<file path="src/rtl/mchm_pkg.sv">
// Package of shared constants, types and codes for the marker code Hamming matcher.
package mchm_pkg;

    localparam int MAX_MARKERS = 256;
    localparam int CODE_BITS   = 49;
    localparam int ROTATIONS   = 4;

    localparam int MARKER_W    = (MAX_MARKERS > 1) ? $clog2(MAX_MARKERS) : 1;
    localparam int ROT_W       = $clog2(ROTATIONS);
    localparam int IDX_W       = MARKER_W + ROT_W;
    localparam int TABLE_DEPTH = MAX_MARKERS * ROTATIONS;
    localparam int MCNT_W      = $clog2(MAX_MARKERS + 1);
    localparam int TOTAL_W     = MCNT_W + ROT_W;
    localparam int DIST_W      = $clog2(CODE_BITS + 1);

    localparam int GROUP_W     = 8;
    localparam int N_GROUPS    = (CODE_BITS + GROUP_W - 1) / GROUP_W;
    localparam int PAD_W       = N_GROUPS * GROUP_W;
    localparam int GCNT_W      = $clog2(GROUP_W + 1);

    localparam int OP_W        = 1;
    localparam int ENTRY_M_W   = 8;
    localparam int ENTRY_R_W   = 2;
    localparam int WORD_W      = 49;
    localparam int SIDE_W      = 3;
    localparam int SQ_W        = 2 * SIDE_W;
    localparam int COUNT_W     = 9;
    localparam int MAXC_W      = 6;
    localparam int OUT_ID_W    = 8;
    localparam int OUT_ROT_W   = 2;
    localparam int OUT_DIST_W  = 6;
    localparam int CMP_W       = (DIST_W > MAXC_W) ? DIST_W : MAXC_W;

    localparam int CFG_IDX_W   = 2;
    localparam int CFG_DATA_W  = 9;

    localparam logic [CFG_IDX_W-1:0] CFG_SIDE_BITS      = 2'd0;
    localparam logic [CFG_IDX_W-1:0] CFG_MARKER_COUNT   = 2'd1;
    localparam logic [CFG_IDX_W-1:0] CFG_MAX_CORRECTION = 2'd2;

    localparam logic [OP_W-1:0] OP_WRITE    = 1'b0;
    localparam logic [OP_W-1:0] OP_IDENTIFY = 1'b1;

    localparam logic [SIDE_W-1:0]  SIDE_RESET  = 3'd4;
    localparam logic [COUNT_W-1:0] COUNT_RESET = '0;
    localparam logic [MAXC_W-1:0]  MAXC_RESET  = '0;

    typedef enum logic [1:0] {
        ST_IDLE,
        ST_SCAN,
        ST_FINISH
    } t_seq_state;

    typedef struct packed {
        logic             issue_valid;
        logic [IDX_W-1:0] issue_idx;
        logic             flush;
        logic             busy;
        logic             scanning;
    } t_seq_ctrl;

    typedef struct packed {
        logic              valid;
        logic [IDX_W-1:0]  tag;
        logic [DIST_W-1:0] distance;
    } t_dist_res;

endpackage

</file>
<file path="src/rtl/mchm_seq.sv">
// Scan sequencer: issues table reads, keeps the best match and holds the result word.
module mchm_seq (
    input  logic                          i_clk,
    input  logic                          i_rst_n,
    input  logic                          i_start,
    input  logic [mchm_pkg::TOTAL_W-1:0]  i_total,
    input  logic [mchm_pkg::MAXC_W-1:0]   i_max_corr,
    input  mchm_pkg::t_dist_res           i_dist,
    output mchm_pkg::t_seq_ctrl           o_ctrl,
    output logic                          o_out_valid,
    input  logic                          i_out_stall,
    output logic                          o_found,
    output logic [mchm_pkg::OUT_ID_W-1:0]   o_marker_id,
    output logic [mchm_pkg::OUT_ROT_W-1:0]  o_best_rotation,
    output logic [mchm_pkg::OUT_DIST_W-1:0] o_best_distance
);
    import mchm_pkg::*;

    t_seq_state          r_state, n_state;
    logic [TOTAL_W-1:0]  r_cnt, n_cnt;
    logic [TOTAL_W-1:0]  r_total, n_total;
    logic                r_found, n_found;
    logic [IDX_W-1:0]    r_best_idx, n_best_idx;
    logic [DIST_W-1:0]   r_best_dist, n_best_dist;
    logic                r_out_valid, n_out_valid;
    logic                r_out_found;
    logic [IDX_W-1:0]    r_out_idx;
    logic [DIST_W-1:0]   r_out_dist;

    logic                w_upd;
    logic [DIST_W-1:0]   w_new_best;
    logic                w_last_rot;
    logic                w_last_all;
    logic                w_end;
    logic                w_load;
    logic                w_issue;

    assign w_upd      = !r_found || (i_dist.distance < r_best_dist);
    assign w_new_best = w_upd ? i_dist.distance : r_best_dist;
    assign w_last_rot = i_dist.tag[ROT_W-1:0] == ROT_W'(ROTATIONS - 1);
    assign w_last_all = TOTAL_W'(i_dist.tag) == (r_total - TOTAL_W'(1));

    always_comb begin
        n_state     = r_state;
        n_cnt       = r_cnt;
        n_total     = r_total;
        n_found     = r_found;
        n_best_idx  = r_best_idx;
        n_best_dist = r_best_dist;
        n_out_valid = r_out_valid && i_out_stall;
        w_end       = 1'b0;
        w_load      = 1'b0;
        w_issue     = 1'b0;
        unique case (r_state)
            ST_IDLE: begin
                if (i_start) begin
                    n_cnt       = '0;
                    n_total     = i_total;
                    n_found     = 1'b0;
                    n_best_idx  = '0;
                    n_best_dist = '0;
                    n_state     = ST_SCAN;
                end
            end
            ST_SCAN: begin
                if (r_total == '0) begin
                    w_end = 1'b1;
                end else if (i_dist.valid) begin
                    n_found = 1'b1;
                    if (w_upd) begin
                        n_best_idx  = i_dist.tag;
                        n_best_dist = i_dist.distance;
                    end
                    if (w_last_rot &&
                        (w_last_all || (CMP_W'(w_new_best) <= CMP_W'(i_max_corr)))) begin
                        w_end = 1'b1;
                    end
                end
                w_issue = (r_cnt < r_total) && !w_end;
                if (w_issue) begin
                    n_cnt = r_cnt + TOTAL_W'(1);
                end
                if (w_end) begin
                    n_state = ST_FINISH;
                end
            end
            ST_FINISH: begin
                if (!r_out_valid || !i_out_stall) begin
                    w_load      = 1'b1;
                    n_out_valid = 1'b1;
                    n_state     = ST_IDLE;
                end
            end
            default: begin
                n_state = ST_IDLE;
            end
        endcase
    end

    always_ff @(posedge i_clk) begin
        if (!i_rst_n) begin
            r_state     <= ST_IDLE;
            r_out_valid <= 1'b0;
            r_found     <= 1'b0;
            r_cnt       <= '0;
            r_total     <= '0;
        end else begin
            r_state     <= n_state;
            r_out_valid <= n_out_valid;
            r_found     <= n_found;
            r_cnt       <= n_cnt;
            r_total     <= n_total;
        end
        r_best_idx  <= n_best_idx;
        r_best_dist <= n_best_dist;
        if (w_load) begin
            r_out_found <= r_found;
            r_out_idx   <= r_best_idx;
            r_out_dist  <= r_best_dist;
        end
    end

    assign o_ctrl.issue_valid = w_issue;
    assign o_ctrl.issue_idx   = r_cnt[IDX_W-1:0];
    assign o_ctrl.flush       = w_end;
    assign o_ctrl.busy        = r_state != ST_IDLE;
    assign o_ctrl.scanning    = r_state == ST_SCAN;

    assign o_out_valid     = r_out_valid;
    assign o_found         = r_out_found;
    assign o_marker_id     = OUT_ID_W'(r_out_idx[IDX_W-1:ROT_W]);
    assign o_best_rotation = OUT_ROT_W'(r_out_idx[ROT_W-1:0]);
    assign o_best_distance = OUT_DIST_W'(r_out_dist);

endmodule
</file>
<file path="config.mk">
export PLATFORM = sky130hd
export DESIGN_NAME = mchm_seq
export DESIGN_NICKNAME = d
export VERILOG_FILES = /design/src/rtl/mchm_pkg.sv /design/src/rtl/mchm_seq.sv
export SDC_FILE = /design/constraint.sdc
export NUM_CORES = 1
export LEC_CHECK = 0
export BUFFER_PORTS_ARGS = -buffer_cell sky130_fd_sc_hd__buf_2
export CORE_ASPECT_RATIO = 1.25
export CORE_MARGIN = 2
export CORE_UTILIZATION = 45
export DETAILED_ROUTE_END_ITERATION = 10
export GPL_TIMING_DRIVEN = 0
export PLACE_DENSITY = 0.78
export SLEW_MARGIN = 20
export SYNTH_ARGS = -nofsm -noshare
export SYNTH_HDL_FRONTEND = slang
export SYNTH_SLANG_ARGS = --single-unit
</file>
<file path="constraint.sdc">
create_clock -name i_clk -period 6.38 [get_ports i_clk]
set_clock_uncertainty 0.1 [all_clocks]
set_input_delay 0.638 -clock i_clk [delete_from_list [all_inputs] [get_ports i_clk]]
set_output_delay 0.638 -clock i_clk [all_outputs]
set_load 0.1 [all_outputs]
</file>
Word level (Yosys, flattened, before mapping)
Cells that the tools add are included.
- flip-flop bits (word level): 59
- multiplexer cells: 31
- order comparisons: 3
- add/sub/neg operators: 2
- reduce and logical (&&, ||, !) cells: 19
- eq/ne operators: 11
- operator list (kind ; count):
    $mux 10 ; 4
    $mux 6 ; 4
    $mux 11 ; 2
    $pmux 11 s2 ; 1
    $pmux 10 s2 ; 1
    $mux 1 ; 13
    $pmux 6 s2 ; 1
    $add 11x1->11 const B ; 1
    $eq 10x11->1 ; 1
    $logic_not 11->1 ; 1
    $lt 11x11->1 ; 1
    $sub 11x1->11 const B ; 1
    $ne 2x2->1 const B ; 4
    $le 6x6->1 ; 1
    $lt 6x6->1 ; 1
    $mux 2 ; 3
    $ne 2x1->1 const B ; 3
    $pmux 2 s3 ; 1
    $reduce_and 3->1 ; 2
    $reduce_and 5->1 ; 1
    $eq 2x2->1 const B ; 2
    $logic_not 1->1 ; 4
    $reduce_and 4->1 ; 1
    $reduce_bool 2->1 ; 2
    6 further kinds ; 10

Longest topological paths before layout
Gate-level depths: netlist (run 1).
- depth in word-level cells: 14
- depth in mapped cells: 18
- gate-level depth less buffers: 17

Worst setup path before layout (run 1)
Ideal clock, no wire load.
- kind: input port to output port
- start: in i_dist[1] (netlist name)
- end: out o_ctrl[13] (netlist name)
- data arrival time: 3.478 ns
- stages: 17
- setup slack: 2.164 ns
- cells stage by stage: ha_1 a21o_1 a21o_1 a21o_1 a21o_1 a21o_1 nand3_1 nand2_1 ha_1 nand3_1 or2_2 nor2_1 o32a_1 a21oi_1 nand2b_1 nor2_1 buf_4
- longest elaborated chain between the ends: 13
- ends and longest elaborated chain (what ; line ; RTL):
    start: declaration ; mchm_seq.sv:8 ; input mchm_pkg::t_dist_res i_dist,
    $lt 6x6->1 ; mchm_seq.sv:38 ; assign w_upd = !r_found || (i_dist.distance < r_best_dist);
    $logic_or 1x1->1 ; mchm_seq.sv:38 ;
    $mux 6 ; - ;
    via w_new_best[4] ; mchm_seq.sv:31 ; logic [DIST_W-1:0] w_new_best;
    $le 6x6->1 ; mchm_seq.sv:75 ; (w_last_all || (CMP_W'(w_new_best) <= CMP_W'(i_max_corr)))) begin
    $logic_or 1x1->1 ; mchm_seq.sv:75 ;
    $logic_and 1x1->1 ; mchm_seq.sv:74 ; if (w_last_rot &&
    $mux 1 ; mchm_seq.sv:74 ;
    $mux 1 ; mchm_seq.sv:68 ; end else if (i_dist.valid) begin
    $mux 1 ; mchm_seq.sv:66 ; if (r_total == '0) begin
    $mux 1 ; mchm_seq.sv:54 ; unique case (r_state)
    $logic_not 1->1 ; mchm_seq.sv:79 ; w_issue = (r_cnt < r_total) && !w_end;
    $logic_and 1x1->1 ; mchm_seq.sv:79 ;
    $mux 1 ; mchm_seq.sv:54 ;
    end: declaration ; mchm_seq.sv:9 ; output mchm_pkg::t_seq_ctrl o_ctrl,
The timed path passes the listed nets, and every way through them passes these cells. The select of a mux whose other input is x is not followed.

Worst setup path in the final report (run 1)
- start: reg r_best_dist[1]
- end: out o_ctrl[13] (netlist name)
- longest elaborated chain between the ends: 13
- ends and longest elaborated chain (what ; line ; RTL):
    start: declaration ; mchm_seq.sv:24 ; logic [DIST_W-1:0] r_best_dist, n_best_dist;
    start signal: assignment ; mchm_seq.sv:115 ; r_best_dist <= n_best_dist;
    $lt 6x6->1 ; mchm_seq.sv:38 ;
    $logic_or 1x1->1 ; mchm_seq.sv:38 ;
    $mux 6 ; - ;
    via w_new_best[5] ; mchm_seq.sv:31 ;
    $le 6x6->1 ; mchm_seq.sv:75 ;
    $logic_or 1x1->1 ; mchm_seq.sv:75 ;
    $logic_and 1x1->1 ; mchm_seq.sv:74 ;
    $mux 1 ; mchm_seq.sv:74 ;
    $mux 1 ; mchm_seq.sv:68 ;
    $mux 1 ; mchm_seq.sv:66 ;
    $mux 1 ; mchm_seq.sv:54 ;
    $logic_not 1->1 ; mchm_seq.sv:79 ;
    $logic_and 1x1->1 ; mchm_seq.sv:79 ;
    $mux 1 ; mchm_seq.sv:54 ;
The timed path passes the listed nets, and every way through them passes these cells. The select of a mux whose other input is x is not followed.

==> impl_metrics.ini, run 1 <==
[synth]
synthesis.area_sq_mm = 0.00346
synth_common_cells = nand2_1, a21oi_1, edfxtp_1
yosysWarnings = 0
synth_edf_count = 33
ys.flop_type = edfxtp_1
synthTopCellsByArea = edfxtp_1, dfxtp_1, ha_1
synth_top_cell_area_share = 0.286
syn_area_per_cell_sq_um = 9.76
synth-seq-area-share = 0.436
synth-seq-cells = 59
syn_nets = 417
syn-instance-count = 355
yosysMostFrequentCell = nand2_1
yosysUniqueCellTypes = 50
asyncSetResetFlopFracSynth = 0
synth_top_cell_by_area = edfxtp_1

[worst_setup_path]
cp_top_family = compound AO/OA/AOI/OAI gates
cp_cell_sequence = inv_1, ha_1, a21o_1, a21o_1, a21o_1, a21o_1, a21oi_1, o21ai_0, nand2_1, ha_1, nand3_1, or2_2, nor2_1, o32a_1, a21oi_1, nand2b_1, nor2_1, buf_4, buf_2
r2r_start = r_best_dist[1]
critPathCaptureType = output pin
arrival_ns = 4.27
critical_path_class = reg2out
critical_path.max_fanout = 7
cp_slowest_stage_delay_ns = 0.43
required_ns = 5.64
critPathSlowestCell = a21oi_1
crit_buf_inv = 3
critPathLaunch = r_best_dist[1]
r2r_cells = 17
crit_path_frequent_cell = a21o_1
startpoint_type = register
cp_num_cells = 19

[min_path]
whs_path_depth = 0
hp-start = r_best_idx[7]
worstHoldPathType = reg2reg

[clock_network]
ctsResizeCount = 0
cts_sinks = 59
path_clk_slew_ns = 0.07
cts_made_buffers = 9
clkLatencyLatePin_ns = 0.34
cts_buffer_depth = 2
cts_setup_buffers = 0
cts_max_level = 3
cts_root_buf = clkbuf_8
cts_tree = built
cts_hold_buf = 0

[timing]
fin_setup_tns_ns = 0
finalHoldViolCount = 0
fin_crit_sh = 0.784
setup-violations-final = 0
hold_slack_ns = 0.322
drv_slew = 0
maxSlewHeadroom = 0.648
setup_ws_ns = 1.38
worstMarginPinSlew_ns = 0.528
period_needed_ns = 5.00
rsz0062_at_grt = no
fmax_mhz = 200

[placement]
dp_cells = 517
place_hpwl_um = 5870
portBuffers = 69
gp_congestion = 0.880
place_ws_ns = 1.43

[global_routing]
overflow = 0
grt_max_degree = 16
antenna_found_initial = 0
grt_pass1_wl_um = 12200
track_usage = 0.190
grt_pass1_vias = 2757

[cells_and_area]
stdcell_count = 533
num_antenna_cells = 0
n_fill_cell = 675
area_growth_pct = 18.8
drive_gt1_frac = 0.281
final_nets = 498

[floorplan]
dieArea_sq_mm = 0.00842
std_cell_rows = 35
die_w_um = 82.5
io_pins = 70
start_util = 0.468
die_h_um = 102
core_region_area_sq_mm = 0.00740

[power]
irDropWorstVdd_mv = 0.126
power_density_mw_per_mm2 = 242
finalPower_mw = 0.997
power.leakage_nw = 1.73

[drt]
wl_per_cell_um = 14.2
ant_nets = 0
drc = 0
drt_iter0_drc = 107
drt_first_pass_iters = 5
vias_per_cell = 5.33
vias = 2841
wl_um = 7560

[flow_run]
maxCapViolations = 0

[run_status]
run_status = finished clean
layout make-up:
| type | count | area, sq um | share of cell area |
|---|---|---|---|
| repair buffers | 70 | 357 | 0.0866 |
| multi-input cells | 245 | 1660 | 0.402 |
| flip-flops and latches | 59 | 1510 | 0.367 |
| inverters | 27 | 101 | 0.0246 |
| well taps | 92 | 115 | 0.0280 |
| clock inverters | 7 | 52.6 | 0.0128 |
| plain buffers | 24 | 200 | 0.0486 |
| clock buffers | 9 | 124 | 0.0301 |
registers in the layout (all words and copies together) (netlist names):
| register | count |
|---|---|
| o_best_distance | 6 |
| o_found | 1 |
| o_out_valid | 1 |
| r_best_dist | 6 |
| r_best_idx | 10 |
| r_cnt | 11 |
| r_found | 1 |
| r_out_idx | 10 |
| r_state | 2 |
| r_total | 11 |
metrics by stage:
| stage | util | area (sq um) |
|---|---|---|
| after floorplan | - | 3460 |
| after global placement | 0.530 | 3930 |
| after detailed placement | 0.532 | 3940 |
| after CTS | 0.556 | 4120 |
| after global routing | 0.556 | 4120 |
| final | 0.556 | 4120 |
worst paths after layout:
path | to | slack (ns)
hold reg to reg | r_out_idx[7] | 0.32
hold / removal | r_out_idx[7] | 0.32
setup / recovery | o_ctrl[13] | 1.38
setup reg to reg | r_cnt[8] | 2.32
routing by layer:
| metal | GRT usage | part of all wire |
|---|---|---|
| met5 | 0 | 0 |
| met4 | 0.0808 | 0.017 |
| met3 | 0.0504 | 0.063 |
| met2 | 0.334 | 0.52 |
| met1 | 0.214 | 0.40 |
cell families after synthesis:
family	after synthesis	synth area share
fa+ha+maj	24	0.0867
compound gates	76	0.143
simple gates	125	0.193
buf+inv	51	0.0870
flops	59	0.436
xor+xnor	11	0.0278
mux	9	0.0260
cell usage in the layout (no fill, tap or decap), drive strengths merged, types with 13 or more instances in the layout:
| master | count |
|---|---|
| dfxtp | 26 |
| buf | 87 |
| a21oi | 38 |
| and2 | 13 |
| ha | 24 |
| inv | 28 |
| nand2 | 53 |
| clkbuf | 16 |
| nand3 | 14 |
| edfxtp | 33 |
report_power, final:
group	total (mW)	internal (mW)	switching, mW	leakage (nW)
combinational	0.246	0.0883	0.157	1.13
clock	0.300	0.141	0.159	0.0779
sequential	0.451	0.432	0.0185	0.527
total	0.997	0.662	0.335	1.73
No activity file was read; power rests on OpenSTA's default activity.
==> run 2: changes to the inputs <==
Settings changed: PLACE_DENSITY 0.78 to 0.81.
Clock period 6.38 ns to 4.3 ns, I/O delays scaled along.
==> impl_metrics.ini, run 2 (same netlist as run 1, synthesis figures left out) <==
[worst_setup_path]
r2r-end = r_cnt[10]
critical_path_class = reg2out
critPathCaptureType = output pin
startpoint_type = register
critical_path.max_fanout = 5
required_ns = 3.77
arrival_ns = 3.63
r2r_cells = 19
rrSetupSlack_ns = 0.26
r2r_start = r_best_dist[1]

[drt]
vias_per_cell = 5.48
drt_first_pass_iters = 7
drt_iter0_drc = 180
vias = 2954
drc = 0
wl_um = 8240
wl_per_cell_um = 15.3
ant_nets = 0

[min_path]
hp-start = i_rst_n
whs_path_depth = 2
worstHoldPathType = in2reg
min_to = r_state[1]

[timing]
fin_setup_tns_ns = 0
finalHoldViolCount = 0
drv_slew = 0
fin_crit_sh = 0.968
worstMarginPinSlew_ns = 0.554
maxSlewHeadroom = 0.630
fmax_mhz = 240
period_needed_ns = 4.16
setup-violations-final = 0

[floorplan]
io_pins = 70
dieArea_sq_mm = 0.00842
die_w_um = 82.5
core_region_area_sq_mm = 0.00740
std_cell_rows = 35
die_h_um = 102
start_util = 0.468

[clock_network]
cts_sinks = 59
cts_made_buffers = 9
cts_hold_buf = 0
cts_buffer_depth = 2
cts_tree = built
clkLatencyLatePin_ns = 0.34
cts_max_level = 3
cts_root_buf = clkbuf_8
path_clk_slew_ns = 0.07

[power]
power.leakage_nw = 1.77
irDropWorstVdd_mv = 0.166
finalPower_mw = 1.52
power_density_mw_per_mm2 = 356

[run_status]
run_status = finished clean

[cells_and_area]
top_regs = r_cnt x11, r_total x11
n_fill_cell = 609
stdcell_area_sq_mm = 0.00428
area_growth_pct = 23.7
multi_input_area_sq_mm = 0.00175
regArea_sq_mm = 0.00151
drive_gt1_frac = 0.320
final_nets = 504
final_common_cell = buf_2
num_antenna_cells = 0
final_cell_mix = buf_2, nand2_1, edfxtp_1, a21oi_1, inv_1
fin_util = 0.579

[placement]
place_hpwl_um = 6050
portBuffers = 69
gp_congestion = 0.906
place_area_sq_mm = 0.00394

[flow_run]
maxCapViolations = 0

[global_routing]
track_usage = 0.203
overflow = 0
grt_pass1_wl_um = 12900
antenna_found_initial = 0
grt_max_degree = 16
grt_pass1_vias = 2848
run 2: changes by cell type in the layout (fill, tap and decap cells not counted), sizes merged:
| cell | before | now |
|---|---|---|
| clkinvlp | 4 | 3 |
| inv | 28 | 27 |
| clkinv | 2 | 4 |
| buf | 87 | 93 |
run 2: how the worst max path moves through the flow:
stage | start | to | slack, ns
2_1_floorplan | i_dist[1] | o_ctrl[13] | 0.50
3_3_place_gp | i_dist[1] | o_ctrl[13] | -0.1
3_5_place_dp | i_dist[1] | o_ctrl[13] | -0.22
4_1_cts | r_best_dist[1] | o_ctrl[13] | 0.006
5_1_grt | r_best_dist[1] | o_ctrl[2] | -0.03
6_report | r_best_dist[1] | o_ctrl[13] | 0.14
run 2: layout make-up:
type | count | area share
Buffer | 22 | 0.0432
Timing Repair Buffer | 78 | 0.105
Multi-Input combinational cell | 245 | 0.409
Clock inverter | 7 | 0.0105
Sequential cell | 59 | 0.353
Tap cell | 92 | 0.0269
Inverter | 27 | 0.0237
Clock buffer | 9 | 0.0289
run 2: repair_timing:
item | CTS | global route
hold endpoints to repair | 0 | 0
resized for setup | 15 | 12
pin swaps | 7 | 11
setup endpoints to repair | 2 | 2
buffers inserted | 4 | 4
run 2: per-stage QoR:
stage	hold WS, ns	std cells	setup slack (ns)
2_1_floorplan	0.300	355	0.500
3_3_place_gp	0.300	516	-0.0985
3_5_place_dp	0.305	517	-0.224
4_1_cts	0.213	537	0.00622
5_1_grt	0.211	539	-0.0300
6_report	0.218	539	0.137
run 2: metal layers:
layer	track usage	vias to the layer above	wire, um
li1	-	1430	-
met1	0.233	1360	3130
met2	0.346	129	4210
met3	0.0477	35	547
met4	0.105	0	354
met5	0	-	0
run 2: critical path, cell delays in order, from the launching register on:
cell      delay, ns
edfxtp_1       0.38
inv_1          0.07
ha_1           0.22
a21o_1         0.16
a21o_1         0.17
a21o_1         0.16
a21o_1         0.23
a21o_4         0.27
nand3_2        0.09
nand2_1        0.09
ha_4           0.29
nand3_1        0.09
or2_4          0.26
nor2_1         0.11
o32a_1         0.19
a21oi_2        0.07
nand2b_4       0.15
nor2_4         0.12
buf_12         0.18
run 2: power breakdown:
part	total [mW]	switching [mW]	leakage, nW	internal (mW)
Clock	0.438	0.233	0.0787	0.205
Combinational	0.418	0.257	1.17	0.161
Sequential	0.668	0.0272	0.527	0.641
