[config.mk]
export PLATFORM = sky130hd
export DESIGN_NAME = mchm_dist
export DESIGN_NICKNAME = d
export VERILOG_FILES = /design/src/rtl/mchm_pkg.sv /design/src/rtl/mchm_dist.sv
export SDC_FILE = /design/constraint.sdc
export NUM_CORES = 1
export LEC_CHECK = 0
export ABC_AREA = 0
export CORE_MARGIN = 2
export CORE_UTILIZATION = 27
export CTS_CLUSTER_DIAMETER = 50
export CTS_CLUSTER_SIZE = 24
export DETAILED_ROUTE_END_ITERATION = 10
export DONT_BUFFER_PORTS = 1
export PLACE_DENSITY = 0.41
export SYNTH_ARGS = -nofsm -noshare
export SYNTH_HDL_FRONTEND = slang
export SYNTH_SLANG_ARGS = --single-unit
[constraint.sdc]
create_clock -name i_clk -period 3.2 [get_ports i_clk]
set_input_delay 0.48 -clock i_clk [delete_from_list [all_inputs] [get_ports i_clk]]
set_output_delay 0.48 -clock i_clk [all_outputs]
set_load 0.01 [all_outputs]
[src/rtl/mchm_pkg.sv]
// Package of shared constants, types and codes for the marker code Hamming matcher.
package mchm_pkg;

    localparam int MAX_MARKERS = 256;
    localparam int CODE_BITS   = 49;
    localparam int ROTATIONS   = 4;

    localparam int MARKER_W    = (MAX_MARKERS > 1) ? $clog2(MAX_MARKERS) : 1;
    localparam int ROT_W       = $clog2(ROTATIONS);
    localparam int IDX_W       = MARKER_W + ROT_W;
    localparam int TABLE_DEPTH = MAX_MARKERS * ROTATIONS;
    localparam int MCNT_W      = $clog2(MAX_MARKERS + 1);
    localparam int TOTAL_W     = MCNT_W + ROT_W;
    localparam int DIST_W      = $clog2(CODE_BITS + 1);

    localparam int GROUP_W     = 8;
    localparam int N_GROUPS    = (CODE_BITS + GROUP_W - 1) / GROUP_W;
    localparam int PAD_W       = N_GROUPS * GROUP_W;
    localparam int GCNT_W      = $clog2(GROUP_W + 1);

    localparam int OP_W        = 1;
    localparam int ENTRY_M_W   = 8;
    localparam int ENTRY_R_W   = 2;
    localparam int WORD_W      = 49;
    localparam int SIDE_W      = 3;
    localparam int SQ_W        = 2 * SIDE_W;
    localparam int COUNT_W     = 9;
    localparam int MAXC_W      = 6;
    localparam int OUT_ID_W    = 8;
    localparam int OUT_ROT_W   = 2;
    localparam int OUT_DIST_W  = 6;
    localparam int CMP_W       = (DIST_W > MAXC_W) ? DIST_W : MAXC_W;

    localparam int CFG_IDX_W   = 2;
    localparam int CFG_DATA_W  = 9;

    localparam logic [CFG_IDX_W-1:0] CFG_SIDE_BITS      = 2'd0;
    localparam logic [CFG_IDX_W-1:0] CFG_MARKER_COUNT   = 2'd1;
    localparam logic [CFG_IDX_W-1:0] CFG_MAX_CORRECTION = 2'd2;

    localparam logic [OP_W-1:0] OP_WRITE    = 1'b0;
    localparam logic [OP_W-1:0] OP_IDENTIFY = 1'b1;

    localparam logic [SIDE_W-1:0]  SIDE_RESET  = 3'd4;
    localparam logic [COUNT_W-1:0] COUNT_RESET = '0;
    localparam logic [MAXC_W-1:0]  MAXC_RESET  = '0;

    typedef enum logic [1:0] {
        ST_IDLE,
        ST_SCAN,
        ST_FINISH
    } t_seq_state;

    typedef struct packed {
        logic             issue_valid;
        logic [IDX_W-1:0] issue_idx;
        logic             flush;
        logic             busy;
        logic             scanning;
    } t_seq_ctrl;

    typedef struct packed {
        logic              valid;
        logic [IDX_W-1:0]  tag;
        logic [DIST_W-1:0] distance;
    } t_dist_res;

endpackage

[src/rtl/mchm_dist.sv]
// Two-stage Hamming distance unit shared by every table entry of a scan.
module mchm_dist (
    input  logic                          i_clk,
    input  logic                          i_rst_n,
    input  logic                          i_valid,
    input  logic [mchm_pkg::IDX_W-1:0]    i_tag,
    input  logic                          i_flush,
    input  logic [mchm_pkg::CODE_BITS-1:0] i_entry,
    input  logic [mchm_pkg::CODE_BITS-1:0] i_cand,
    input  logic [mchm_pkg::CODE_BITS-1:0] i_mask,
    output mchm_pkg::t_dist_res           o_res
);
    import mchm_pkg::*;

    function automatic logic [GCNT_W-1:0] f_grp_count(input logic [GROUP_W-1:0] v);
        logic [GCNT_W-1:0] c;
        c = '0;
        for (int b = 0; b < GROUP_W; b++) begin
            c = c + GCNT_W'(v[b]);
        end
        return c;
    endfunction

    logic [PAD_W-1:0]   w_diff;
    logic [DIST_W-1:0]  w_sum;

    logic               r_a_valid;
    logic [IDX_W-1:0]   r_a_tag;
    logic [GCNT_W-1:0]  r_a_cnt [N_GROUPS];

    logic               r_b_valid;
    logic [IDX_W-1:0]   r_b_tag;
    logic [DIST_W-1:0]  r_b_dist;

    assign w_diff = PAD_W'((i_entry ^ i_cand) & i_mask);

    always_comb begin
        w_sum = '0;
        for (int g = 0; g < N_GROUPS; g++) begin
            w_sum = w_sum + DIST_W'(r_a_cnt[g]);
        end
    end

    always_ff @(posedge i_clk) begin
        if (!i_rst_n) begin
            r_a_valid <= 1'b0;
            r_b_valid <= 1'b0;
        end else begin
            r_a_valid <= i_valid && !i_flush;
            r_b_valid <= r_a_valid && !i_flush;
        end
        r_a_tag <= i_tag;
        for (int g = 0; g < N_GROUPS; g++) begin
            r_a_cnt[g] <= f_grp_count(w_diff[g*GROUP_W +: GROUP_W]);
        end
        r_b_tag  <= r_a_tag;
        r_b_dist <= w_sum;
    end

    assign o_res.valid    = r_b_valid;
    assign o_res.tag      = r_b_tag;
    assign o_res.distance = r_b_dist;

endmodule

After elaboration in Yosys (flattened, before gate mapping)
Memory sizes are Yosys's and may differ from the RTL's. Index checks and enable logic that the tools add are counted.

Add/subtract/negate cells: 55. Bitwise logic cells: 2. Reductions and logical operators: 3.

Operators by type and width (count): adder 4 x 1 -> 4 bit (24); bitwise AND 49 bit (1); XOR 49 bit (1); adder 3 x 1 -> 4 bit (6); adder 6 x 4 -> 6 bit (4); adder 2 x 1 -> 3 bit (6); adder 4 x 1 -> 4 bit, second input constant (4); adder 1 x 1 -> 2 bit (6); adder 5 x 4 -> 6 bit (1); adder 4 x 4 -> 5 bit (1); adder 3 x 1 -> 4 bit, second input constant (1); adder 2 x 1 -> 3 bit, second input constant (1); adder 1 x 1 -> 2 bit, second input constant (1); logical AND 1 bit (2); logical NOT 1 bit (1).

Register bits after elaboration: 28. Memory bits (writable): 28. Bits of input ports: 161. Output and inout bits: 17. Logic and storage cells: 66. Memories kept: 1.

Memory list: r_a_cnt (depth 7, bits a word 4, rd ports 7, clocked after memory_dff 0, write ports 7, RTL line mchm_dist.sv:29) `logic [GCNT_W-1:0] r_a_cnt [N_GROUPS];`.

Longest topological paths before layout
Gate-level depths: netlist of run 1.

Depth in word-level cells: 9. Depth in mapped cells: 14. Depth with buffers taken out: 14.

Worst setup path before layout of run 1
OpenSTA, ideal clock, no wires.

Path type: flip-flop to flip-flop. Start: memory r_a_cnt[3][2] (netlist name). End: register r_b_dist[5]. Data arrival time: 3.345 ns. Path slack: -0.217 ns. Cell stages (with the launch flop): 12. Path buffers: 0. Cell sequence: dfxtp_1 > fa_1 > inv_1 > fa_1 > inv_1 > fa_1 > fa_1 > inv_1 > fa_1 > nand2b_1 > a21oi_2 > xnor2_1.

RTL lines: from (decl) (RTL line mchm_dist.sv:29); to (signal assigned) (RTL line mchm_dist.sv:57) `r_b_dist <= w_sum;`; to (decl) (RTL line mchm_dist.sv:33) `logic [DIST_W-1:0] r_b_dist;`.

==> summary.txt, run 1 <==
Finish
  – Layout cell share with drive strength beyond 1: 6.02%
  – Ant diodes: 0
  – Fin cells: 500
  – Final nets: 560
  – Final-layout fill cell count: 1299
  – Fin area: 3770 um2
  – Area Overhead vs Synth: 12.1%

STA
  – Clk_skew: 0.00361 ns
  – RSZ-0062 raised after global routing: true
  – Rel. slew slack: 86.4%
  – Minimum clock period: 3.28 ns
  – Setup-failing EPs final: 1
  – Fmax: 305 MHz
  – Period utilization: 102%
  – Final hold violations: 0
  – Least-Margin Pin Slew: 0.203 ns
  – Fin worst setup slack: -0.0794 ns
  – Slew Limit Fails: 0

Die
  – Initial core utilization: 27.8%
  – Num rows: 40
  – Die ar.: 13400 um2
  – Boundary Pins: 178
  – Core Region: 12100 um2
  – Die X: 116 um
  – Height of the die: 116 um

Pwr
  – Pwr Total: 4.26 mW
  – LEAKAGE: 1.80 nW
  – Seq pwr share: 22.1%
  – NetSw: 1.65 mW
  – PwrDens: 1130 nW/um2
  – Combinational power share: 65.5%
  – Net Sw Frac: 38.8%
  – Clock share of power: 12.4%
  – Int Power: 2.61 mW
  – Peak supply drop: 0.593 mV

Route
  – WL/cell: 9.86 um
  – Number of DRC markers in iteration 0: 17
  – Final wirelength: 4.93 mm
  – # DRC: 0
  – Vias per cell: 3.81
  – Antenna viol nets, final: 0
  – Initial DRT Pass Iterations: 3
  – Via count: 1904

Critical path
  – Startpoint Class: flip-flop
  – Worst Path Required: 3.42 ns
  – Critical path class: reg2reg
  – Crit. End Element: flip-flop
  – Crit Path Max Fanout: 2
  – Worst Path Arrival: 3.50 ns
  – Reg2Reg Depth: 11

Clock network
  – CTS tree: yes
  – Cts bufs inserted: 5
  – Clock Path Buffers: 2
  – Clk sink count: 53
  – Hold-fix buffers, CTS: 0
  – CTS root buf: clkbuf_16
  – Clk Latency, worst-skew pair: 0.29 ns
  – Clock transition at the registers of the reported paths: 0.07 ns
  – Htree depth: 2

Placed design
  – GP Congestion: 0.678
  – Dpl hpwl: 4.42 mm
  – Post-DP Area: 3590 um2
  – Port Buf Inserts: 0
  – Cell Count Post-Placement: 492

Synthesis
  – Top cell type's share of synthesized area: 31.5%
  – Syn nets: 552
  – Area leader, netlist: dfxtp_1
  – Mapped Cells: 323
  – Syn Area/Cell: 10.4 um2
  – Seq/Total Area, Yosys: 31.5%
  – Synthesis Warnings: 0
  – Yosys reg bits: 53
  – Top post-synthesis cells by area: dfxtp_1 32%, fa_1 23%, xor2_1 13%, ha_1 11%, inv_1 8.1%
  – Cell variety after synth: 16
  – Synthesized cell area: 3370 um2

Min path
  – Hold crit path type: in2reg
  – Hold path cells: 0

Global routing
  – Remaining global-route overflow: 0
  – Initial antenna violation count: 0
  – Vias in the first global route: 1842
  – First-pass GRT wire length: 7.47 mm
  – GRT Util Overall: 7.10%
  – Largest net degree at the start of global routing: 19

Flow run
  – Max-cap viol count: 0

Outcome
  – Status: complete, but fails checks
  – Violated checks: setup timing
[registers in the layout, summed over array words and instances (netlist names)]
signal	flops
r_b_dist	6
r_b_valid	1
r_b_tag	10
r_a_valid	1
r_a_tag	10
r_a_cnt	25
[synthesized netlist by cell type]
| library cell | number |
|---|---|
| inv_1 | 73 |
| dfxtp_1 | 53 |
| xor2_1 | 50 |
| fa_1 | 39 |
| ha_1 | 29 |
| nand2_1 | 27 |
| and2_1 | 22 |
| xnor2_1 | 9 |
| a21oi_1 | 6 |
| nor2b_1 | 6 |
| a21oi_2 | 2 |
| and3b_1 | 2 |
| nor2_1 | 2 |
| a21o_1 | 1 |
| buf_4 | 1 |
| nand2b_1 | 1 |
[power groups by stage]
stage	clock, mW	combinational (mW)	sequential (mW)
2_1_floorplan	0	1.94	0.936
3_3_place_gp	0	2.54	0.958
3_5_place_dp	0	2.53	0.959
4_1_cts	0.550	2.74	0.943
5_1_grt	0.574	3.30	0.957
6_report	0.527	2.79	0.943
[routing by layer]
layer	wire length, um	vias to the layer above	global-route usage, %
met5	0	-	0
met4	42	0	2.14
met3	455	4	1.99
met2	2570	91	13.3
met1	1860	857	7.75
li1	-	952	-
[critical path: stages, from the launching register on]
cell and delay [ns]:
dfxtp_2 0.32, fa_1 0.54, inv_2 0.04, fa_1 0.48, inv_2 0.04, fa_1 0.45, fa_1 0.53, inv_1 0.06
fa_2 0.34, nand2b_4 0.15, a21oi_2 0.14, xnor2_1 0.12
[final timing paths]
check,from,end,slack (ns)
worst min-delay path,i_tag[4],r_a_tag[4]$_DFF_P_,0.21
worst max-delay path,r_a_cnt[1][2]$_DFF_P_,r_b_dist[5]$_DFF_P_,-0.08
worst max register to register,r_a_cnt[1][2]$_DFF_P_,r_b_dist[5]$_DFF_P_,-0.08
worst min register to register,r_a_tag[5]$_DFF_P_,r_b_tag[5]$_DFF_P_,0.33
[cell usage in the layout, fill, tap and decap left out]
master	count
inv_6	1
fa_2	1
nand2b_4	1
dfxtp_1	52
nor2_1	2
dfxtp_2	1
clkinvlp_4	1
xnor2_1	9
clkbuf_16	5
nand2_1	27
and2_1	22
nor2b_1	6
and3b_1	2
xor2_1	50
a21oi_2	2
ha_2	1
buf_4	2
clkinv_4	1
a21oi_1	6
inv_2	2
a21o_1	1
ha_4	2
ha_1	26
fa_1	38
inv_1	71
[area by class of cell]
cell class	instances	area (um2)	area share [%]
well taps	168	210	5.57
inverters	73	274	7.26
flip-flops and latches	53	1060	28.2
multi-input cells	196	2060	54.6
repair buffers	2	15.0	0.398
clock buffers	5	125	3.32
clock inverters	3	25.0	0.663
[what timing repair did]
item                                    in CTS  in global routing
buffers inserted                             0                  0
resized for setup                            1                  5
pin swaps                                    0                  5
endpoints found under the setup margin       2                  4
[cells by family after synthesis]
logic type,share of synthesized area [%]
buffers and inverters,8.36
adders and majority gates,34.0
and+or+nand+nor,9.15
xor gates and xnor gates,15.4
DFF,31.5
AOI/OAI and AO/OA,1.64
[stage by stage]
step	setup WS (ns)	setup TNS, ns	utilization (%)	hold WS, ns
after floorplan	0.00684	0	-	0.310
after global placement	-0.122	-0.441	29.7	0.310
after detailed placement	-0.110	-0.600	29.7	0.312
after CTS	-0.103	-0.103	31.0	0.204
after global routing	-0.200	-0.345	31.1	0.197
final	-0.0794	-0.0794	31.1	0.213
(Power assumes the default switching activity.)
==> inputs of run 2 (changes only) <==
--- a/config.mk
+++ b/config.mk
@@ -6,7 +6,7 @@
 export NUM_CORES = 1
 export LEC_CHECK = 0
 export ABC_AREA = 0
-export CORE_MARGIN = 2
+export CORE_MARGIN = 5
 export CORE_UTILIZATION = 27
 export CTS_CLUSTER_DIAMETER = 50
 export CTS_CLUSTER_SIZE = 24
==> run 2 against run 1 <==
Net effect:
- the flow still finishes with violations (setup timing)
- critical endpoint unchanged
- first-iteration DRC count increased by 65%
- register-to-register slack about the same
- sequential cell count did not move
- sequential share of layout area hardly changed
- highest routed layer unchanged
- critical path depth unchanged
- cell area grew 0.17%
- routed wire length up 13%
- utilization rose by 0.052 points
- clock-buffer cell count unchanged
==> summary.txt, run 2 (synthesis gave the netlist of run 1 again) <==
Route
  – Number of DRC markers in iteration 0: 28 (was 17)
  – # DRC: 0 (unchanged)
  – WL/cell: 11.1 um (was 9.86 um)
  – Final wirelength: 5.57 mm (was 4.93 mm)
  – Antenna viol nets, final: 0 (unchanged)
  – Via count: 1896 (was 1904)
  – Vias per cell: 3.78 (was 3.81)
  – Initial DRT Pass Iterations: 2 (was 3)

Finish
  – Ant diodes: 0 (unchanged)
  – Most frequent cells in the layout: 71 x inv_1, 52 x dfxtp_1, 50 x xor2_1 (unchanged)
  – Largest register FFs: 25 (unchanged)
  – Final nets: 561 (was 560)
  – Fin area: 3780 um2 (was 3770 um2)
  – Fin cells: 501 (was 500)
  – Area Overhead vs Synth: 12.3% (was 12.1%)
  – Most flops, register: r_a_cnt (unchanged)
  – Final-layout fill cell count: 1299 (unchanged)
  – Final Util: 31.2% (was 31.1%)
  – Storage cell area: 1060 um2 (unchanged)
  – Biggest regs: r_a_cnt: 25 flops, r_a_tag: 10 flops, r_b_tag: 10 flops (unchanged)
  – Footprint of the multi-input gates: 2060 um2 (about the same)
  – Most common cell after layout, fill and taps aside: inv_1 (unchanged)
  – Layout cell share with drive strength beyond 1: 6.61% (was 6.02%)

Global routing
  – Largest net degree at the start of global routing: 19 (unchanged)
  – Initial antenna violation count: 0 (unchanged)
  – GRT Util Overall: 7.44% (was 7.10%)
  – Vias in the first global route: 2148 (was 1842)
  – Remaining global-route overflow: 0 (unchanged)
  – First-pass GRT wire length: 8.91 mm (was 7.47 mm)

Critical path
  – Crit. End Element: flip-flop (unchanged)
  – Max stage delay on crit path: 0.53 ns (was 0.54 ns)
  – Worst Path Required: 3.42 ns (about the same)
  – Reg-to-reg slack, setup: -0.09 ns (was -0.08 ns)
  – Crit Reg-Reg Endpoint: r_b_dist[5]$_DFF_P_ (unchanged)
  – Slowest stage cell, crit path: fa_1 (unchanged)
  – Critical Path Source: r_a_cnt[1][2]$_DFF_P_ (unchanged)
  – Critical path class: reg2reg (unchanged)
  – Worst Path Arrival: 3.51 ns (was 3.50 ns)
  – Crit Path Max Fanout: 2 (unchanged)
  – Worst reg2reg startpoint: r_a_cnt[1][2]$_DFF_P_ (unchanged)
  – CP Cell Sequence: fa_1 > inv_1 > fa_1 > inv_1 > fa_1 > fa_1 > inv_2 > fa_2 > nand2b_4 > a21oi_2 > xnor2_1 (was fa_1 > inv_2 > fa_1 > inv_2 > fa_1 > fa_1 > inv_1 > fa_2 > nand2b_4 > a21oi_2 > xnor2_1)
  – Crit path buf inv count: 3 (unchanged)
  – CP dominant cell by count: fa_1 (unchanged)
  – Startpoint Class: flip-flop (unchanged)
  – CP top delay family: adder cells (unchanged)
  – Reg2Reg Depth: 11 (unchanged)

Placed design
  – Setup WS pre-CTS: -0.118 ns (was -0.110 ns)
  – Post-DP Area: 3590 um2 (unchanged)
  – Dpl hpwl: 5.14 mm (was 4.42 mm)
  – GP Congestion: 0.657 (was 0.678)
  – Port Buf Inserts: 0 (unchanged)
  – Cell Count Post-Placement: 492 (unchanged)

Die
  – Initial core utilization: 27.8% (unchanged)
  – Boundary Pins: 178 (unchanged)
  – Height of the die: 122 um (was 116 um)
  – Core Region: 12100 um2 (unchanged)
  – Die X: 122 um (was 116 um)
  – Num rows: 40 (unchanged)
  – Die ar.: 14800 um2 (was 13400 um2)

Clock network
  – Clk Latency, worst-skew pair: 0.29 ns (about the same)
  – Clk sink count: 53 (unchanged)
  – CTS tree: yes (unchanged)
  – Clock Path Buffers: 2 (unchanged)
  – CTS root buf: clkbuf_16 (unchanged)
  – Hold-fix buffers, CTS: 0 (unchanged)
  – Cts bufs inserted: 5 (unchanged)
  – Htree depth: 2 (unchanged)
  – Clock transition at the registers of the reported paths: 0.07 ns (about the same)

STA
  – Worst hold margin: 0.212 ns (was 0.213 ns)
  – Fin worst setup slack: -0.0941 ns (was -0.0794 ns)
  – Setup_tns: -0.0941 ns (was -0.0794 ns)
  – Slew Limit Fails: 0 (unchanged)
  – Fmax: 304 MHz (was 305 MHz)
  – Setup-failing EPs final: 1 (unchanged)
  – Minimum clock period: 3.29 ns (was 3.28 ns)
  – RSZ-0062 raised after global routing: true (unchanged)
  – Period utilization: 103% (was 102%)
  – Clk_skew: 0.00346 ns (was 0.00361 ns)
  – Least-Margin Pin Slew: 0.181 ns (was 0.203 ns)
  – Rel. slew slack: 87.9% (was 86.4%)
  – Final hold violations: 0 (unchanged)

Flow run
  – Max-cap viol count: 0 (unchanged)

Pwr
  – LEAKAGE: 1.81 nW (was 1.80 nW)
  – Pwr Total: 4.48 mW (was 4.26 mW)
  – Peak supply drop: 0.604 mV (was 0.593 mV)
  – PwrDens: 1190 nW/um2 (was 1130 nW/um2)

Outcome
  – Status: complete, but fails checks (unchanged)
  – Violated checks: setup timing (unchanged)

Min path
  – Hold crit path type: in2reg (unchanged)
  – Min-Delay Startpoint: i_tag[2] (was i_tag[4])
  – Endpoint, Worst Hold: r_a_tag[2]$_DFF_P_ (was r_a_tag[4]$_DFF_P_)
  – Hold path cells: 0 (unchanged)
## run 2: area by class of cell
type | count | area share [%]
Inverter | 73 | 7.25
Timing Repair Buffer | 3 | 0.596
Clock buffer | 5 | 3.31
Multi-Input combinational cell | 196 | 54.5
Tap cell | 168 | 5.56
Clock inverter | 3 | 0.695
Sequential cell | 53 | 28.1
## run 2: routing by layer
metal  global-route usage [%]  vias to the layer above  routed length [um]
li1                         -                      955                   -
met3                     2.27                        5                 436
met2                     14.1                       83                3020
met5                        0                        -                   0
met4                     2.31                        0                  53
met1                     7.81                      853                2050
## run 2: timing repair
item	in CTS	in global routing
setup buffers	1	0
pin swaps	4	4
resized for setup	3	4
hold endpoints to repair	0	0
endpoints found under the setup margin	3	4
## run 2: power by group
part	leakage, nW	switching, mW	internal (mW)
logic	1.30	1.44	1.56
clock network	0.0680	0.240	0.295
registers	0.443	0.0736	0.867
total	1.81	1.75	2.73
## run 2: worst register-to-register path, cell delays in order (launching register included)
cell	delay, ns
dfxtp_2	0.32
fa_1	0.52
inv_1	0.05
fa_1	0.47
inv_1	0.05
fa_1	0.45
fa_1	0.53
inv_2	0.05
fa_2	0.38
nand2b_4	0.15
a21oi_2	0.14
xnor2_1	0.12
## run 2: how the worst max path moves through the flow
stage	cells after the start	to	slack [ns]
3_5_place_dp	11	r_a_cnt[2][1]$_DFF_P_	-0.12
3_3_place_gp	11	r_a_cnt[2][1]$_DFF_P_	-0.11
6_report	11	r_b_dist[5]$_DFF_P_	-0.09
2_1_floorplan	12	r_b_dist[5]$_DFF_P_	0.007
5_1_grt	11	r_b_dist[5]$_DFF_P_	-0.22
4_1_cts	12	r_b_dist[5]$_DFF_P_	-0.08
==> inputs of run 3 (changes only) <==
--- a/config.mk
+++ b/config.mk
@@ -6,13 +6,13 @@
 export NUM_CORES = 1
 export LEC_CHECK = 0
 export ABC_AREA = 0
+export BUFFER_PORTS_ARGS = -buffer_cell sky130_fd_sc_hd__buf_2
 export CORE_MARGIN = 5
 export CORE_UTILIZATION = 27
 export CTS_CLUSTER_DIAMETER = 50
 export CTS_CLUSTER_SIZE = 24
 export DETAILED_ROUTE_END_ITERATION = 10
-export DONT_BUFFER_PORTS = 1
-export PLACE_DENSITY = 0.41
+export PLACE_DENSITY = 0.52
 export SYNTH_ARGS = -nofsm -noshare
 export SYNTH_HDL_FRONTEND = slang
 export SYNTH_SLANG_ARGS = --single-unit
==> constraint.sdc (replaced) <==
create_clock -name i_clk -period 4.18 [get_ports i_clk]
set_input_delay 0.627 -clock i_clk [delete_from_list [all_inputs] [get_ports i_clk]]
set_output_delay 0.627 -clock i_clk [all_outputs]
set_load 0.01 [all_outputs]
==> run 3 against run 2 <==
Net effect:
- the run now ends clean
- die area stayed put
- final cell count up 35%
- largest power group unchanged
- sequential power decreased by 26%
- worst hold slack better by 0.12 ns
- first-iteration DRC count unchanged
- utilization is 6.8 points higher
- largest cell class unchanged
- highest routed layer unchanged
- global-route usage rose by 1.5 points
==> summary.txt, run 3 (synthesis gave the netlist of run 1 again) <==
Outcome
  – Status: completed (was complete, but fails checks)

Critical path
  – Critical path class: reg2reg (unchanged)
  – CP dominant cell by count: fa_1 (unchanged)
  – Critical Path Source: r_a_cnt[3][2]$_DFF_P_ (was r_a_cnt[1][2]$_DFF_P_)
  – Worst Path Required: 4.40 ns (was 3.42 ns)
  – Crit Reg-Reg Endpoint: r_b_dist[5]$_DFF_P_ (unchanged)
  – Setup crit end: r_b_dist[5]$_DFF_P_ (unchanged)
  – Reg2Reg Depth: 11 (unchanged)
  – Worst Path Arrival: 3.76 ns (was 3.51 ns)
  – Worst reg2reg startpoint: r_a_cnt[3][2]$_DFF_P_ (was r_a_cnt[1][2]$_DFF_P_)
  – Startpoint Class: flip-flop (unchanged)
  – Max stage delay on crit path: 0.55 ns (was 0.53 ns)
  – Worst path depth: 11 (unchanged)
  – Slowest stage cell, crit path: fa_1 (unchanged)
  – CP Cell Sequence: fa_1 > inv_1 > fa_1 > inv_1 > fa_1 > fa_1 > inv_1 > fa_1 > nand2b_1 > a21oi_2 > xnor2_1 (was fa_1 > inv_1 > fa_1 > inv_1 > fa_1 > fa_1 > inv_2 > fa_2 > nand2b_4 > a21oi_2 > xnor2_1)
  – Reg-to-reg slack, setup: 0.64 ns (was -0.09 ns)
  – CP top delay family: adder cells (unchanged)
  – Crit. End Element: flip-flop (unchanged)
  – Crit Path Max Fanout: 2 (unchanged)
  – Crit path buf inv count: 3 (unchanged)

STA
  – Worst hold margin: 0.329 ns (was 0.212 ns)
  – Clk_skew: 0.00509 ns (was 0.00346 ns)
  – Final hold violations: 0 (unchanged)
  – Period utilization: 84.7% (was 103%)
  – Setup_tns: 0 ns (was -0.0941 ns)
  – Rel. slew slack: 86.4% (was 87.9%)
  – Setup-failing EPs final: 0 (was 1)
  – Slew Limit Fails: 0 (unchanged)
  – Least-Margin Pin Slew: 0.203 ns (was 0.181 ns)
  – Fmax: 282 MHz (was 304 MHz)
  – Minimum clock period: 3.54 ns (was 3.29 ns)
  – RSZ-0062 raised after global routing: false (was true)

Route
  – Final wirelength: 6.41 mm (was 5.57 mm)
  – Vias per cell: 3.69 (was 3.78)
  – Number of DRC markers in iteration 0: 28 (unchanged)
  – Initial DRT Pass Iterations: 2 (unchanged)
  – # DRC: 0 (unchanged)
  – Antenna viol nets, final: 0 (unchanged)
  – WL/cell: 9.50 um (was 11.1 um)
  – Via count: 2493 (was 1896)

Clock network
  – Htree depth: 2 (unchanged)
  – Post_cts resized: 0 (was 3)
  – Clock transition at the registers of the reported paths: 0.07 ns (about the same)
  – CTS tree: yes (unchanged)
  – Cts bufs inserted: 5 (unchanged)
  – Hold-fix buffers, CTS: 0 (unchanged)
  – Clk sink count: 53 (unchanged)
  – Clock Path Buffers: 2 (unchanged)
  – Clk Latency, worst-skew pair: 0.29 ns (about the same)
  – CTS root buf: clkbuf_16 (unchanged)
  – Setup Buffers After CTS: 0 (was 1)

Placed design
  – Port Buf Inserts: 177 (was 0)
  – Cell Count Post-Placement: 667 (was 492)
  – Dpl hpwl: 6.00 mm (was 5.14 mm)
  – GP Congestion: 0.702 (was 0.657)

Pwr
  – PwrDens: 632 nW/um2 (was 1190 nW/um2)
  – Combinational power share: 62.0% (was 67.0%)
  – Seq pwr share: 24.0% (was 21.0%)
  – LEAKAGE: 2.48 nW (was 1.81 nW)
  – NetSw: 1.16 mW (was 1.75 mW)
  – Int Power: 1.75 mW (was 2.73 mW)
  – Net Sw Frac: 39.7% (was 39.1%)
  – Clock share of power: 14.0% (was 12.0%)
  – Peak supply drop: 0.548 mV (was 0.604 mV)
  – Pwr Total: 2.91 mW (was 4.48 mW)

Finish
  – Final nets: 735 (was 561)
  – Most common cell after layout, fill and taps aside: buf_2 (was inv_1)
  – Layout cell share with drive strength beyond 1: 36.9% (was 6.61%)
  – Area Overhead vs Synth: 36.8% (was 12.3%)
  – Most flops, register: r_a_cnt (unchanged)
  – Ant diodes: 0 (unchanged)
  – Fin cells: 675 (was 501)
  – Most frequent cells in the layout: 177 x buf_2, 73 x inv_1, 53 x dfxtp_1 (was 71 x inv_1, 52 x dfxtp_1, 50 x xor2_1)
  – Biggest regs: r_a_cnt: 25 flops, r_a_tag: 10 flops, r_b_tag: 10 flops (unchanged)
  – Largest register FFs: 25 (unchanged)

Global routing
  – Vias in the first global route: 2707 (was 2148)
  – First-pass GRT wire length: 11.0 mm (was 8.91 mm)
  – Remaining global-route overflow: 0 (unchanged)
  – Initial antenna violation count: 0 (unchanged)
  – Largest net degree at the start of global routing: 19 (unchanged)
  – GRT Util Overall: 8.91% (was 7.44%)

Die
  – Num rows: 40 (unchanged)
  – Die X: 122 um (unchanged)
  – Boundary Pins: 178 (unchanged)
  – Initial core utilization: 27.8% (unchanged)
  – Die ar.: 14800 um2 (unchanged)
  – Core Region: 12100 um2 (unchanged)
  – Height of the die: 122 um (unchanged)

Flow run
  – Max-cap viol count: 0 (unchanged)

Min path
  – Min-Delay Startpoint: r_a_tag[6]$_DFF_P_ (was i_tag[2])
  – Hold crit path type: reg2reg (was in2reg)
run 3: worst reg2reg max path, stage by stage, from the launching register on:
cell and delay, ns:
dfxtp_1 0.33, fa_1 0.53, inv_1 0.06, fa_1 0.54, inv_1 0.06, fa_1 0.50
fa_1 0.55, inv_1 0.07, fa_1 0.44, nand2b_1 0.17, a21oi_2 0.13, xnor2_1 0.12
run 3: per-layer routing:
| metal | GRT usage, % | part of all wire (%) | vias up |
|---|---|---|---|
| li1 | - | - | 1302 |
| met5 | 0 | 0 | - |
| met4 | 1.47 | 0.56 | 0 |
| met3 | 2.46 | 7.5 | 4 |
| met2 | 16.5 | 52 | 97 |
| met1 | 10.4 | 40 | 1090 |
run 3: how the worst min path moves through the flow:
| stage | end | slack [ns] | cells after the start |
|---|---|---|---|
| 3_5_place_dp | r_b_tag[6]$_DFF_P_ | 0.31 | 0 |
| 6_report | r_b_tag[6]$_DFF_P_ | 0.33 | 0 |
| 5_1_grt | r_b_tag[6]$_DFF_P_ | 0.34 | 0 |
| 4_1_cts | r_b_tag[6]$_DFF_P_ | 0.33 | 0 |
| 2_1_floorplan | r_b_tag[0]$_DFF_P_ | 0.31 | 0 |
| 3_3_place_gp | r_b_tag[1]$_DFF_P_ | 0.31 | 0 |
run 3: stage by stage:
| stage | cell area (um2) | worst slack [ns] | util, % |
|---|---|---|---|
| finish | 4600 | 0.640 | 38.0 |
| CTS | 4600 | 0.588 | 38.0 |
| global placement | 4450 | 0.691 | 36.8 |
| floorplan | 3370 | 0.763 | - |
| detailed placement | 4450 | 0.614 | 36.8 |
| global route | 4600 | 0.428 | 38.0 |
run 3: power groups by stage:
stage / Clock, mW / Sequential [mW] / Combinational (mW)
after floorplan: 0 / 0.717 / 1.41
after global placement: 0 / 0.709 / 1.79
after detailed placement: 0 / 0.713 / 1.85
after CTS: 0.424 / 0.702 / 1.88
after global routing: 0.443 / 0.712 / 2.22
final: 0.406 / 0.698 / 1.80
run 3: area by class of cell:
cell class	count	area, um2
Clock buffer	5	125
Clock inverter	3	25.0
Fill cell	1242	7510
Inverter	73	274
Multi-Input combinational cell	196	2020
Sequential cell	53	1060
Tap cell	168	210
Timing Repair Buffer	177	886
